<file path="src/rtl/core/assert_macros.svh">
// Assertion macros shared by the RTL; clock clk and reset arst_n are assumed in scope.
`ifndef ASSERT_MACROS_SVH
`define ASSERT_MACROS_SVH

// Same-cycle implication, disabled during reset
`define ASSERT_IMPL(lbl, ante, cons, msg) \
	lbl: assert property (@(posedge clk) disable iff (!arst_n) (ante) |-> (cons)) \
		else $error(msg);

// Next-cycle implication, disabled during reset
`define ASSERT_NEXT(lbl, ante, cons, msg) \
	lbl: assert property (@(posedge clk) disable iff (!arst_n) (ante) |=> (cons)) \
		else $error(msg);

`endif

</file>
<file path="src/rtl/core/fbpa_pkg.sv">
// Package for the block pool allocator: sizes, codes and the command word.
package fbpa_pkg;

	localparam int POOL_BLOCKS = 256;
	localparam int IDX_W      = $clog2(POOL_BLOCKS);
	localparam int HEAD_W     = IDX_W + 1;
	localparam int CNT_W      = 9;
	localparam int BYTES_W    = 17;
	localparam int OFF_W      = 24;
	localparam int KIND_W     = 2;
	localparam int ERR_W      = 2;
	localparam int CFG_IDX_W  = 1;

	// Input kind codes
	localparam logic [KIND_W-1:0] KIND_ALLOC = 2'd0;
	localparam logic [KIND_W-1:0] KIND_FREE  = 2'd1;
	localparam logic [KIND_W-1:0] KIND_CLEAR = 2'd2;

	// Result error codes
	localparam logic [ERR_W-1:0] ERR_OK        = 2'd0;
	localparam logic [ERR_W-1:0] ERR_EXHAUSTED = 2'd1;
	localparam logic [ERR_W-1:0] ERR_RANGE     = 2'd2;

	// Register indexes
	localparam logic [CFG_IDX_W-1:0] REG_BLOCK_COUNT = 1'd0;
	localparam logic [CFG_IDX_W-1:0] REG_BLOCK_BYTES = 1'd1;

	// Classified operation as seen by the back end
	typedef enum logic [2:0] {
		OP_ALLOC,
		OP_FREE,
		OP_CLEAR,
		OP_NOP,
		OP_RANGE_ERR
	} op_t;

	typedef struct packed {
		op_t              op;
		logic [IDX_W-1:0] idx;
	} cmd_t;

	// Queue head as presented to the back end
	typedef struct packed {
		logic valid;
		cmd_t cmd;
	} q_head_t;

endpackage

</file>
<file path="src/rtl/core/fbpa_req_if.sv">
// Request channel: valid, ready and one request word.
interface fbpa_req_if;
	import fbpa_pkg::*;

	logic              valid;
	logic              ready;
	logic [KIND_W-1:0] kind;
	logic [IDX_W-1:0]  block_index;

	modport source (output valid, kind, block_index, input ready);
	modport sink (input valid, kind, block_index, output ready);
endinterface

</file>
<file path="src/rtl/core/fbpa_rsp_if.sv">
// Response channel: valid, ready and one result word.
interface fbpa_rsp_if;
	import fbpa_pkg::*;

	logic             valid;
	logic             ready;
	logic [IDX_W-1:0] granted_index;
	logic [OFF_W-1:0] granted_offset;
	logic [ERR_W-1:0] error;

	modport source (output valid, granted_index, granted_offset, error, input ready);
	modport sink (input valid, granted_index, granted_offset, error, output ready);
endinterface

</file>
<file path="src/rtl/core/fbpa_front.sv">
// Front end: accepts request words, classifies them and queues commands.
module fbpa_front (
	input  logic                   clk,
	input  logic                   arst_n,
	fbpa_req_if.sink               req,
	input  logic [fbpa_pkg::HEAD_W-1:0] pool_count,
	output fbpa_pkg::q_head_t      q_head,
	input  logic                   q_pop
);
	import fbpa_pkg::*;

	localparam int Q_DEPTH = 2;

	cmd_t       q_mem_q [Q_DEPTH];
	logic       wr_ptr_q;
	logic       rd_ptr_q;
	logic [1:0] fill_q;
	cmd_t       cmd_in;
	logic       push;
	logic       pop;

	// Classify the incoming word; the range check uses the current pool size
	always_comb begin
		cmd_in.idx = req.block_index;
		case (req.kind)
			KIND_ALLOC: cmd_in.op = OP_ALLOC;
			KIND_FREE: begin
				if ({1'b0, req.block_index} >= pool_count)
					cmd_in.op = OP_RANGE_ERR;
				else
					cmd_in.op = OP_FREE;
			end
			KIND_CLEAR: cmd_in.op = OP_CLEAR;
			default: cmd_in.op = OP_NOP;
		endcase
	end

	assign req.ready = (fill_q != 2'(Q_DEPTH));
	assign push      = req.valid && req.ready;
	assign pop       = q_pop && (fill_q != 2'd0);

	// Two-entry command queue
	always_ff @(posedge clk or negedge arst_n) begin
		if (!arst_n) begin
			wr_ptr_q <= 1'b0;
			rd_ptr_q <= 1'b0;
			fill_q   <= 2'd0;
		end else begin
			if (push)
				wr_ptr_q <= ~wr_ptr_q;
			if (pop)
				rd_ptr_q <= ~rd_ptr_q;
			if (push && !pop)
				fill_q <= fill_q + 2'd1;
			else if (pop && !push)
				fill_q <= fill_q - 2'd1;
		end
	end

	always_ff @(posedge clk) begin
		if (push)
			q_mem_q[wr_ptr_q] <= cmd_in;
	end

	assign q_head.valid = (fill_q != 2'd0);
	assign q_head.cmd   = q_mem_q[rd_ptr_q];

endmodule

</file>
<file path="src/rtl/core/fbpa_back.sv">
// Back end: free list head, link store, valid bits and the result register.
module fbpa_back (
	input  logic                          clk,
	input  logic                          arst_n,
	input  fbpa_pkg::q_head_t             q_head,
	output logic                          q_pop,
	input  logic [fbpa_pkg::HEAD_W-1:0]   pool_count,
	input  logic [fbpa_pkg::BYTES_W-1:0]  block_bytes,
	fbpa_rsp_if.source                    rsp
);
	import fbpa_pkg::*;

	localparam int PROD_W = IDX_W + BYTES_W;

	typedef enum logic {
		ST_IDLE,
		ST_LINK
	} state_t;

	state_t                 state_q;
	logic [HEAD_W-1:0]      head_q;
	logic [POOL_BLOCKS-1:0] link_valid_q;
	logic [HEAD_W-1:0]      link_mem [POOL_BLOCKS];
	logic [HEAD_W-1:0]      link_rd_q;
	logic [IDX_W-1:0]       blk_s1;
	logic                   lv_s1;
	logic                   out_valid_q;
	logic [IDX_W-1:0]       out_index_q;
	logic [OFF_W-1:0]       out_offset_q;
	logic [ERR_W-1:0]       out_error_q;
	logic                   slot_free;
	logic                   mem_we;
	logic [PROD_W-1:0]      product;
	logic [IDX_W-1:0]       head_idx;
	logic                   alloc_go;
	logic                   out_load;

	assign slot_free = !out_valid_q || rsp.ready;
	assign q_pop     = q_head.valid && (state_q == ST_IDLE) && slot_free;
	assign mem_we    = q_pop && (q_head.cmd.op == OP_FREE);
	assign head_idx  = head_q[IDX_W-1:0];
	assign product   = PROD_W'(blk_s1) * PROD_W'(block_bytes);

	// Allocate that goes on to the link read; every other popped command answers at once
	assign alloc_go  = q_pop && (q_head.cmd.op == OP_ALLOC) && (head_q < pool_count);
	assign out_load  = (q_pop && !alloc_go) || ((state_q == ST_LINK) && slot_free);

	// Link store: one write port for free, registered read at the head
	always_ff @(posedge clk) begin
		if (mem_we)
			link_mem[q_head.cmd.idx] <= head_q;
		link_rd_q <= link_mem[head_idx];
	end

	// Sequencer, free list head, valid bits and result register
	always_ff @(posedge clk or negedge arst_n) begin
		if (!arst_n) begin
			state_q      <= ST_IDLE;
			head_q       <= '0;
			link_valid_q <= '0;
			out_valid_q  <= 1'b0;
			out_index_q  <= '0;
			out_offset_q <= '0;
			out_error_q  <= ERR_OK;
			blk_s1       <= '0;
			lv_s1        <= 1'b0;
		end else begin
			// Result word held until read out
			if (out_load)
				out_valid_q <= 1'b1;
			else if (rsp.valid && rsp.ready)
				out_valid_q <= 1'b0;
			case (state_q)
				ST_IDLE: begin
					if (q_pop) begin
						case (q_head.cmd.op)
							OP_ALLOC: begin
								if (head_q >= pool_count) begin
									out_index_q  <= '0;
									out_offset_q <= '0;
									out_error_q  <= ERR_EXHAUSTED;
								end else begin
									blk_s1  <= head_idx;
									lv_s1   <= link_valid_q[head_idx];
									state_q <= ST_LINK;
								end
							end
							OP_FREE: begin
								link_valid_q[q_head.cmd.idx] <= 1'b1;
								head_q       <= HEAD_W'(q_head.cmd.idx);
								out_index_q  <= '0;
								out_offset_q <= '0;
								out_error_q  <= ERR_OK;
							end
							OP_CLEAR: begin
								link_valid_q <= '0;
								head_q       <= '0;
								out_index_q  <= '0;
								out_offset_q <= '0;
								out_error_q  <= ERR_OK;
							end
							OP_RANGE_ERR: begin
								out_index_q  <= '0;
								out_offset_q <= '0;
								out_error_q  <= ERR_RANGE;
							end
							default: begin
								out_index_q  <= '0;
								out_offset_q <= '0;
								out_error_q  <= ERR_OK;
							end
						endcase
					end
				end
				ST_LINK: begin
					// Link data for the granted block is now in the read register
					if (slot_free) begin
						head_q       <= lv_s1 ? link_rd_q : HEAD_W'(blk_s1) + HEAD_W'(1);
						out_index_q  <= blk_s1;
						out_offset_q <= product[OFF_W-1:0];
						out_error_q  <= ERR_OK;
						state_q      <= ST_IDLE;
					end
				end
				default: state_q <= ST_IDLE;
			endcase
		end
	end

	assign rsp.valid          = out_valid_q;
	assign rsp.granted_index  = out_index_q;
	assign rsp.granted_offset = out_offset_q;
	assign rsp.error          = out_error_q;

endmodule

</file>
<file path="src/rtl/core/fixed_block_pool_allocator.sv">
// Top level of the fixed-size block pool allocator.
//
//  channel  dir  handshake        word
//  req      in   valid/ready      kind, block_index
//  rsp      out  valid/ready      granted_index, granted_offset, error
//  cfg      in   cfg_we           cfg_idx, cfg_wdata
//
// A request word is written into the two-entry command queue before the back end takes it.
// Allocate that succeeds passes through ST_IDLE and ST_LINK in the back end (link store
// read, then head update); free, clear and error results are loaded from ST_IDLE.
// The back end takes a command only when the result register is empty or being read
// out that cycle, so a stalled rsp.ready backs up into the queue and then req.ready.
// Reset: asynchronous; head returns to block 0 and all link valid bits clear at once.
module fixed_block_pool_allocator (
	input  logic                              clk,
	input  logic                              arst_n,
	fbpa_req_if.sink                          req,
	fbpa_rsp_if.source                        rsp,
	input  logic                              cfg_we,
	input  logic [fbpa_pkg::CFG_IDX_W-1:0]    cfg_idx,
	input  logic [fbpa_pkg::BYTES_W-1:0]      cfg_wdata
);
	import fbpa_pkg::*;

	`include "assert_macros.svh"

	localparam int CHK_W = IDX_W + BYTES_W;

	logic [CNT_W-1:0]   block_count_q;
	logic [BYTES_W-1:0] block_bytes_q;
	logic [HEAD_W-1:0]  pool_count;
	q_head_t            q_head;
	logic               q_pop;
	logic [CHK_W-1:0]   chk_prod;
	logic               rsp_ok;
	logic               rsp_err;
	logic               grant_fits;
	logic               off_match;
	logic               no_grant;

	// Configuration registers
	always_ff @(posedge clk or negedge arst_n) begin
		if (!arst_n) begin
			block_count_q <= CNT_W'(256);
			block_bytes_q <= BYTES_W'(64);
		end else if (cfg_we) begin
			case (cfg_idx)
				REG_BLOCK_COUNT: block_count_q <= cfg_wdata[CNT_W-1:0];
				REG_BLOCK_BYTES: block_bytes_q <= cfg_wdata;
				default: ;
			endcase
		end
	end

	// Blocks in use, capped at the pool size
	assign pool_count = (block_count_q > CNT_W'(POOL_BLOCKS)) ? HEAD_W'(POOL_BLOCKS)
	                                                           : HEAD_W'(block_count_q);

	fbpa_front u_front (
		.clk        (clk),
		.arst_n     (arst_n),
		.req        (req),
		.pool_count (pool_count),
		.q_head     (q_head),
		.q_pop      (q_pop)
	);

	fbpa_back u_back (
		.clk         (clk),
		.arst_n      (arst_n),
		.q_head      (q_head),
		.q_pop       (q_pop),
		.pool_count  (pool_count),
		.block_bytes (block_bytes_q),
		.rsp         (rsp)
	);

	// Terms for the checks
	assign chk_prod   = CHK_W'(rsp.granted_index) * CHK_W'(block_bytes_q);
	assign rsp_ok     = rsp.valid && (rsp.error == ERR_OK);
	assign rsp_err    = rsp.valid && (rsp.error inside {ERR_EXHAUSTED, ERR_RANGE});
	assign grant_fits = (rsp.granted_index == '0) || (HEAD_W'(rsp.granted_index) < pool_count);
	assign off_match  = (rsp.granted_offset == chk_prod[OFF_W-1:0]);
	assign no_grant   = (rsp.granted_index == '0) && (rsp.granted_offset == '0);

	// Checks
	`ASSERT_IMPL(a_grant_in_pool, rsp_ok, grant_fits, "granted block beyond pool")
	`ASSERT_IMPL(a_offset_match, rsp_ok, off_match, "offset does not match index")
	`ASSERT_IMPL(a_error_zero, rsp_err, no_grant, "error word carries a grant")
	`ASSERT_NEXT(a_pop_only_valid, q_pop, $past(q_head.valid), "queue popped while empty")

endmodule
</file>
<file path="src/flat_wrapper.sv">
// flat-port wrapper written by rule: the top's interface ports become plain ports
module fixed_block_pool_allocator_flat import fbpa_pkg::*;
  (clk, arst_n, cfg_we, cfg_idx, cfg_wdata, req_valid, req_kind, req_block_index, req_ready, rsp_valid, rsp_granted_index, rsp_granted_offset, rsp_error, rsp_ready);
  fbpa_req_if req_i ();
  fbpa_rsp_if rsp_i ();
  input  logic clk;
  input  logic arst_n;
  input  logic cfg_we;
  input  logic [fbpa_pkg::CFG_IDX_W-1:0] cfg_idx;
  input  logic [fbpa_pkg::BYTES_W-1:0] cfg_wdata;
  input wire logic [$bits(req_i.valid)-1:0] req_valid;
  input wire logic [$bits(req_i.kind)-1:0] req_kind;
  input wire logic [$bits(req_i.block_index)-1:0] req_block_index;
  output wire logic [$bits(req_i.ready)-1:0] req_ready;
  output wire logic [$bits(rsp_i.valid)-1:0] rsp_valid;
  output wire logic [$bits(rsp_i.granted_index)-1:0] rsp_granted_index;
  output wire logic [$bits(rsp_i.granted_offset)-1:0] rsp_granted_offset;
  output wire logic [$bits(rsp_i.error)-1:0] rsp_error;
  input wire logic [$bits(rsp_i.ready)-1:0] rsp_ready;
  assign req_i.valid = req_valid;
  assign req_i.kind = req_kind;
  assign req_i.block_index = req_block_index;
  assign req_ready = req_i.ready;
  assign rsp_valid = rsp_i.valid;
  assign rsp_granted_index = rsp_i.granted_index;
  assign rsp_granted_offset = rsp_i.granted_offset;
  assign rsp_error = rsp_i.error;
  assign rsp_i.ready = rsp_ready;
  fixed_block_pool_allocator u_core (.clk(clk), .arst_n(arst_n), .req(req_i), .rsp(rsp_i), .cfg_we(cfg_we), .cfg_idx(cfg_idx), .cfg_wdata(cfg_wdata));
endmodule
</file>
<file path="config.mk">
export PLATFORM = sky130hd
export DESIGN_NAME = fixed_block_pool_allocator_flat
export DESIGN_NICKNAME = d
export VERILOG_FILES = /design/src/rtl/core/fbpa_pkg.sv /design/src/rtl/core/fbpa_req_if.sv /design/src/rtl/core/fbpa_rsp_if.sv /design/src/rtl/core/fbpa_front.sv /design/src/rtl/core/fbpa_back.sv /design/src/rtl/core/fixed_block_pool_allocator.sv /design/src/flat_wrapper.sv
export VERILOG_INCLUDE_DIRS = /design/src /design/src/rtl/core
export SDC_FILE = /design/constraint.sdc
export NUM_CORES = 2
export LEC_CHECK = 0
export BUFFER_PORTS_ARGS = -buffer_cell sky130_fd_sc_hd__buf_2
export CAP_MARGIN = 20
export CORE_MARGIN = 1.5
export CORE_UTILIZATION = 36
export CTS_CLUSTER_DIAMETER = 150
export CTS_CLUSTER_SIZE = 25
export DETAILED_ROUTE_END_ITERATION = 8
export GPL_TIMING_DRIVEN = 1
export PLACE_DENSITY = 0.52
export REMOVE_ABC_BUFFERS = 1
export SKIP_LAST_GASP = 1
export SLEW_MARGIN = 20
export SYNTH_ARGS = -nofsm -noshare
export SYNTH_HDL_FRONTEND = slang
export SYNTH_HIERARCHICAL = 1
export SYNTH_SLANG_ARGS = --single-unit
</file>
<file path="constraint.sdc">
create_clock -name clk -period 6.8 [get_ports clk]
set_input_delay 0 -clock clk [delete_from_list [all_inputs] [get_ports clk]]
set_output_delay 0 -clock clk [all_outputs]
set_load 0.02 [all_outputs]
</file>
### Yosys cells after proc, flatten, opt, wreduce, memory -nomap -nowiden

Memories as Yosys holds them, arrays and structs flattened. A register that Yosys moved wholly into a read port is not among the register bits.
Cells that the tools add are included.

* add/subtract/negate cells: 3
* multiply operators: 1
* magnitude comparators: 7
* equality and inequality tests: 10
* muxes and demuxes: 41
* bitwise operators: 6
* reductions and logical operators: 31

Operators by type and width (count)
* case mux 256 bit (2 select lines): 1
* OR 256 bit: 1
* 2-to-1 mux 24 bit: 4
* case mux 24 bit (2 select lines): 1
* 2-to-1 mux 9 bit: 4
* case mux 9 bit (2 select lines): 2
* 2-to-1 mux 8 bit: 4
* multiplier 8 x 17 -> 24 bit: 1
* < comparator 8 x 9 -> 1 bit, second input constant: 2
* case mux 8 bit (2 select lines): 1
* logical AND 1 bit: 13
* 2-to-1 mux 1 bit: 12
* 2-to-1 mux 2 bit: 5
* adder 8 x 1 -> 9 bit, second input constant: 1
* >= comparator 8 x 9 -> 1 bit: 1
* >= comparator 9 bit: 1
* > comparator 9 bit, second input constant: 1
* < comparator 9 bit: 1
* case mux 3 bit (3 select lines): 1
* AND reduction 3 bit: 3
* binary-select mux 1 bit (select 8 bit): 1
* demux 1 bit (select 8 bit): 1
* >= comparator 8 x 1 -> 1 bit, second input constant: 1
* case mux 2 bit (2 select lines): 2
* other kinds (21): 34

* register bits after elaboration: 340
* RAM bits: 2326
* input bits: 33
* output and inout bits: 36
* word-level logic and storage cells: 115
* memories: 2

Memories
* u_core.u_back.link_mem: depth 256, bits a word 9, read ports 1, clocked after memory_dff 1, wr ports 1, line fbpa_back.sv:23 `logic [HEAD_W-1:0] link_mem [POOL_BLOCKS];`
* u_core.u_front.q_mem_q: depth 2, bits a word 11, read ports 1, clocked after memory_dff 0, wr ports 1, line fbpa_front.sv:14 `cmd_t q_mem_q [Q_DEPTH];`

### Depth between registers and ports, before layout

* depth in word-level cells: 9
* depth in mapped cells: 19
* mapped depth without buffers: 18

### Cells and area by module

The synthesis kept the hierarchy.

By module, submodules not included
* fbpa_back: instances 1, cells an instance 5216, area each 106081.7 sq um, sequential area each 77124.0 sq um
* fbpa_front: instances 1, cells an instance 80, area each 1198.6 sq um, sequential area each 760.7 sq um
* fixed_block_pool_allocator: instances 1, cells an instance 65, area each 1111.1 sq um, sequential area each 653.1 sq um

### Worst setup path after synthesis

OpenSTA, ideal clock, no wires.

* kind: register to register
* start: register u_core.u_back.head_q[0]
* end: register u_core.u_back.out_index_q[0] (netlist: u_core/u_back/rsp.granted_index[0])
* setup time: 0.121 ns
* arrival: 5.828 ns
* required time: 6.679 ns
* path slack: 0.851 ns
* cell stages (with the launch flop): 17
* buffers on the path: 7
* period minus slack after synthesis: 5.949 ns
* path through: dfrtp_1 > clkbuf_1 > buf_6 > buf_6 > buf_6 > buf_2 > inv_1 > ha_1 > nor2b_1 > o21a_1 > o21a_1 > o211ai_1 > a21o_1 > a31o_2 > clkbuf_1 > buf_1 > a22o_1

* word-level cells in the longest chain between the ends: 3

Ends and longest elaborated chain
* start, declared: line fbpa_back.sv:21 `logic [HEAD_W-1:0] head_q;`
* start signal, assigned: line fbpa_back.sv:90 `head_q <= HEAD_W'(q_head.cmd.idx);`
* start signal, assigned: line fbpa_back.sv:118 `head_q <= lv_s1 ? link_rd_q : HEAD_W'(blk_s1) + HEAD_W'(1);`
* >= comparator 9 bit: line fbpa_back.sv:78 `if (head_q >= pool_count) begin`
* inequality test 3 x 2 -> 1 bit (no source line)
* AND reduction 3 bit (no source line)
* end signal, assigned: line fbpa_back.sv:119 `out_index_q <= blk_s1;`
* end, declared: line fbpa_back.sv:28 `logic [IDX_W-1:0] out_index_q;`

Every way passes these cells.
A chain may end at the register's enable or synchronous reset.

### Final worst setup path

* start: register u_core.u_back.blk_s1[3]
* end: register u_core.u_back.out_offset_q[23] (netlist: u_core/u_back/rsp.granted_offset[23])

* word-level cells in the longest chain between the ends: 3

Ends and longest elaborated chain
* start, declared: line fbpa_back.sv:25 `logic [IDX_W-1:0] blk_s1;`
* start signal, assigned: line fbpa_back.sv:83 `blk_s1 <= head_idx;`
* multiplier 8 x 17 -> 24 bit: line fbpa_back.sv:42 `assign product = PROD_W'(blk_s1) * PROD_W'(block_bytes);`
* 2-to-1 mux 24 bit: line fbpa_back.sv:117 `if (slot_free) begin`
* case mux 24 bit (2 select lines): line fbpa_back.sv:73 `case (state_q)`
* end signal, assigned: line fbpa_back.sv:120 `out_offset_q <= product[OFF_W-1:0];`
* end, declared: line fbpa_back.sv:29 `logic [OFF_W-1:0] out_offset_q;`

Every way passes these cells. The select of a mux whose other input is x is not followed.

==> flow_summary.ini <==
[power]
power_frac_seq = 0.419
internal_power_mw = 31.8
p_leak_nw = 39.1
p_sw_frac = 0.366
power_switching_mw = 18.4
ir_worst_vdd_mv = 0.546
power_density_nw_per_um2 = 422
combPwrFrac = 0.412
p_clk_frac = 0.169

[critical_path]
r2r_cells = 16
crit_path_start = u_core/u_back/blk_s1[3]$_DFFE_PN0P_
crit_path_end_kind = flop
crit_arrival_ns = 5.89
critPathCapture = u_core/u_back/rsp.granted_offset[23]$_DFFE_PN0P_
path_max_fanout = 22
reg2reg_from = u_core/u_back/blk_s1[3]$_DFFE_PN0P_
reg2reg_slack_ns = 1.59
critPathKind = flop to flop
worstPathRequired_ns = 7.48
cp-start-kind = flop
r2r-end = u_core/u_back/rsp.granted_offset[23]$_DFFE_PN0P_

[clock_network]
worst_skew_pair.late_latency_ns = 0.85
clock-sinks = 2675
clk_root_buffer_cell = clkbuf_16
cts_tree = built
cts_buffer_depth = 3
clk_pin_slew_ns = 0.12
cts-buffers-inserted = 118
postCtsSetupBuffers = 0
postCtsHoldBufs = 68
htreeDepth = 3
cts_resized = 0

[synthesis]
avgSynthCellArea_um2 = 20.2
synth_top_area_share = 0.644
synth_warnings = 6
synth_area_leader_cell = edfxtp_1
synth_seq_cells = 2675
syn-cell-area_um2 = 108000
synthFlopType = edfxtp_1
synth-edff-count = 2326
yosys-top-cells-area = edfxtp_1 (64%), mux4_2 (16%), dfrtp_1 (7.8%)
yosysMostFrequentCell = edfxtp_1
synth_common_cells = edfxtp_1 (2326), mux4_2 (784), nor2_1 (383)
synth-async-reset-ratio = 0.127
ys_seq_area_frac = 0.725
syn_inst = 5361
synth_cell_types = 58

[sta]
rsz0062_at_grt = false
tns_ns = 0
hold_viol_final = 0
drv_slew = 0
fin_crit_ns = 5.21
min_period_over_period = 0.766
finalClockSkew_ns = 0.0620
setup_violations = 0
fmax_mhz = 192
setup_ws_ns = 1.59
worstMarginPinSlew_ns = 1.26
slew_headroom = 0.158

[grt]
grt_pass1_vias = 53600
track_usage = 0.184
grt.overflow.total = 0
grt_max_degree = 200
antenna_found_initial = 12
grt_pass1_wl_um = 403000

[placement]
io_buffer_count = 68
place_congestion = 0.812
pre_cts_ws_ns = 1.62
placedCellCount = 9292
dp.final_hpwl_um = 179000

[finish]
stdcell_count = 9598
nFillCells = 26900
regArea_um2 = 78600
nets = 5714
final_core_util = 0.396
multi_input_area_um2 = 28300
areaGrowthSynthToFinish_pct = 9.55
drive_gt1_frac = 0.235

[detailed_routing]
routedWlPerCell_um = 29.2
vias = 52500
vias_per_cell = 5.47
antenna_left = 0
route.detailed.drc = 0
first_iter_violations = 5360
drt-total-wl_um = 280000
first_pass_iters = 7

[hold_path]
hold_path.class = input port to flop
hold_start = req_valid

[die]
ioPinCount = 69
die_w_um = 552
dieArea_um2 = 304000
die_y_um = 552
std_cell_rows = 201
core_um2 = 300000
start_util = 0.362

[run]
drv_cap = 0

[run_status]
status = completed
## flip-flops by register name (all words and copies together) (netlist names)
name and count:
u_core/u_front/rd_ptr_q 1, u_core/u_back/lv_s1 1, u_core/u_back/blk_s1 8, u_core/u_front/q_mem_q 22, u_core/u_back/rsp.error 2, u_core/u_back/rsp.granted_offset 24
u_core/u_front/wr_ptr_q 1, u_core/u_back/head_q 9, u_core/u_back/rsp.valid 1, u_core/u_back/state_q 1, u_core/u_back/link_mem 2304, u_core/block_bytes_q 17
u_core/u_front/fill_q 2, u_core/u_back/rsp.granted_index 8, u_core/u_back/link_rd_q 9, u_core/u_back/link_valid_q 256, u_core/block_count_q 9
## stage by stage
step | total power [mW] | hold slack [ns] | area [um^2]
2_1_floorplan | 34.7 | -0.296 | 107000
3_3_place_gp | 42.1 | -0.0279 | 114000
3_5_place_dp | 42.3 | -0.0236 | 114000
4_1_cts | 50.7 | 0.0189 | 119000
5_1_grt | 52.8 | 0.0716 | 119000
6_report | 50.2 | 0.0709 | 119000
## layer usage
metal,share of wire,track usage
met1,0.44,0.260
met2,0.50,0.309
met4,0.020,0.0399
met5,0.000046,0
met3,0.046,0.0181
## layout make-up
type / count / share of cell area
clock buffer: 214 / 0.0279
tap: 3958 / 0.0417
multi-input combinational: 2271 / 0.238
antenna: 5 / 0.000105
inverter: 116 / 0.00367
timing repair buffer: 348 / 0.0255
sequential: 2675 / 0.662
clock inverter: 11 / 0.00129
## worst min path at each step
stage | end | cells past startpoint
after floorplan | u_core/block_bytes_q[0]$_DFFE_PN0P_ | 0
after global placement | u_core/u_back/rsp.granted_offset[23]$_DFFE_PN0P_ | 1
after detailed placement | u_core/u_back/rsp.granted_offset[21]$_DFFE_PN0P_ | 1
after CTS | u_core/u_front/wr_ptr_q$_DFFE_PN0P_ | 4
after global routing | u_core/u_front/wr_ptr_q$_DFFE_PN0P_ | 4
final | u_core/u_front/wr_ptr_q$_DFFE_PN0P_ | 4
## power by group through the flow
stage	logic, mW	clock network, mW	registers, mW
2_1_floorplan	12.0	0	22.7
3_3_place_gp	20.8	0	21.4
3_5_place_dp	20.9	0	21.4
4_1_cts	21.0	8.73	21.0
5_1_grt	22.5	9.26	21.1
6_report	20.7	8.46	21.0
## logic make-up after synthesis
logic type      Yosys count  synth area share
mux                     847             0.170
xor+xnor                 31           0.00250
compound gates          515            0.0333
fa+ha+maj               151            0.0236
flops                  2675             0.725
buf+inv                 415            0.0163
simple gates            727            0.0298
## cells in the final DEF (no fill, tap or decap), types with 10 or more instances in the layout
master and n:
nor2_1 329, nor2_2 53, buf_2 67, xnor2_1 19, nor2b_1 22, edfxtp_1 2326, dfrtp_1 329, a22o_1 31
dlygate4sd3_1 67, o21a_1 204, mux2_4 19, o21ai_0 59, ha_1 62, fa_1 89, buf_4 180, clkbuf_1 96
nand2b_1 11, nand3_1 24, clkbuf_16 118, and2_1 111, a21o_1 18, nor3_1 13, nand2_1 128, inv_1 115
buf_12 30, a21oi_1 78, xor2_1 12, o31ai_1 10, mux2_2 27, a22oi_1 55, a221oi_1 24, mux2i_1 16
o221ai_1 10, mux4_2 784
## worst max-delay path, cell delays in order (launching register included)
cell and delay, ns:
dfrtp_1 0.89, and2_1 0.25, fa_1 0.46, fa_1 0.51
fa_1 0.49, inv_1 0.05, fa_1 0.47, inv_1 0.04
ha_1 0.34, a21o_1 0.21, a21o_1 0.17, a21o_1 0.19
a22oi_1 0.36, nand4_1 0.16, a31oi_1 0.23, xnor2_1 0.13
o21ai_0 0.09
Note: power is estimated with default switching activity, not from simulation.
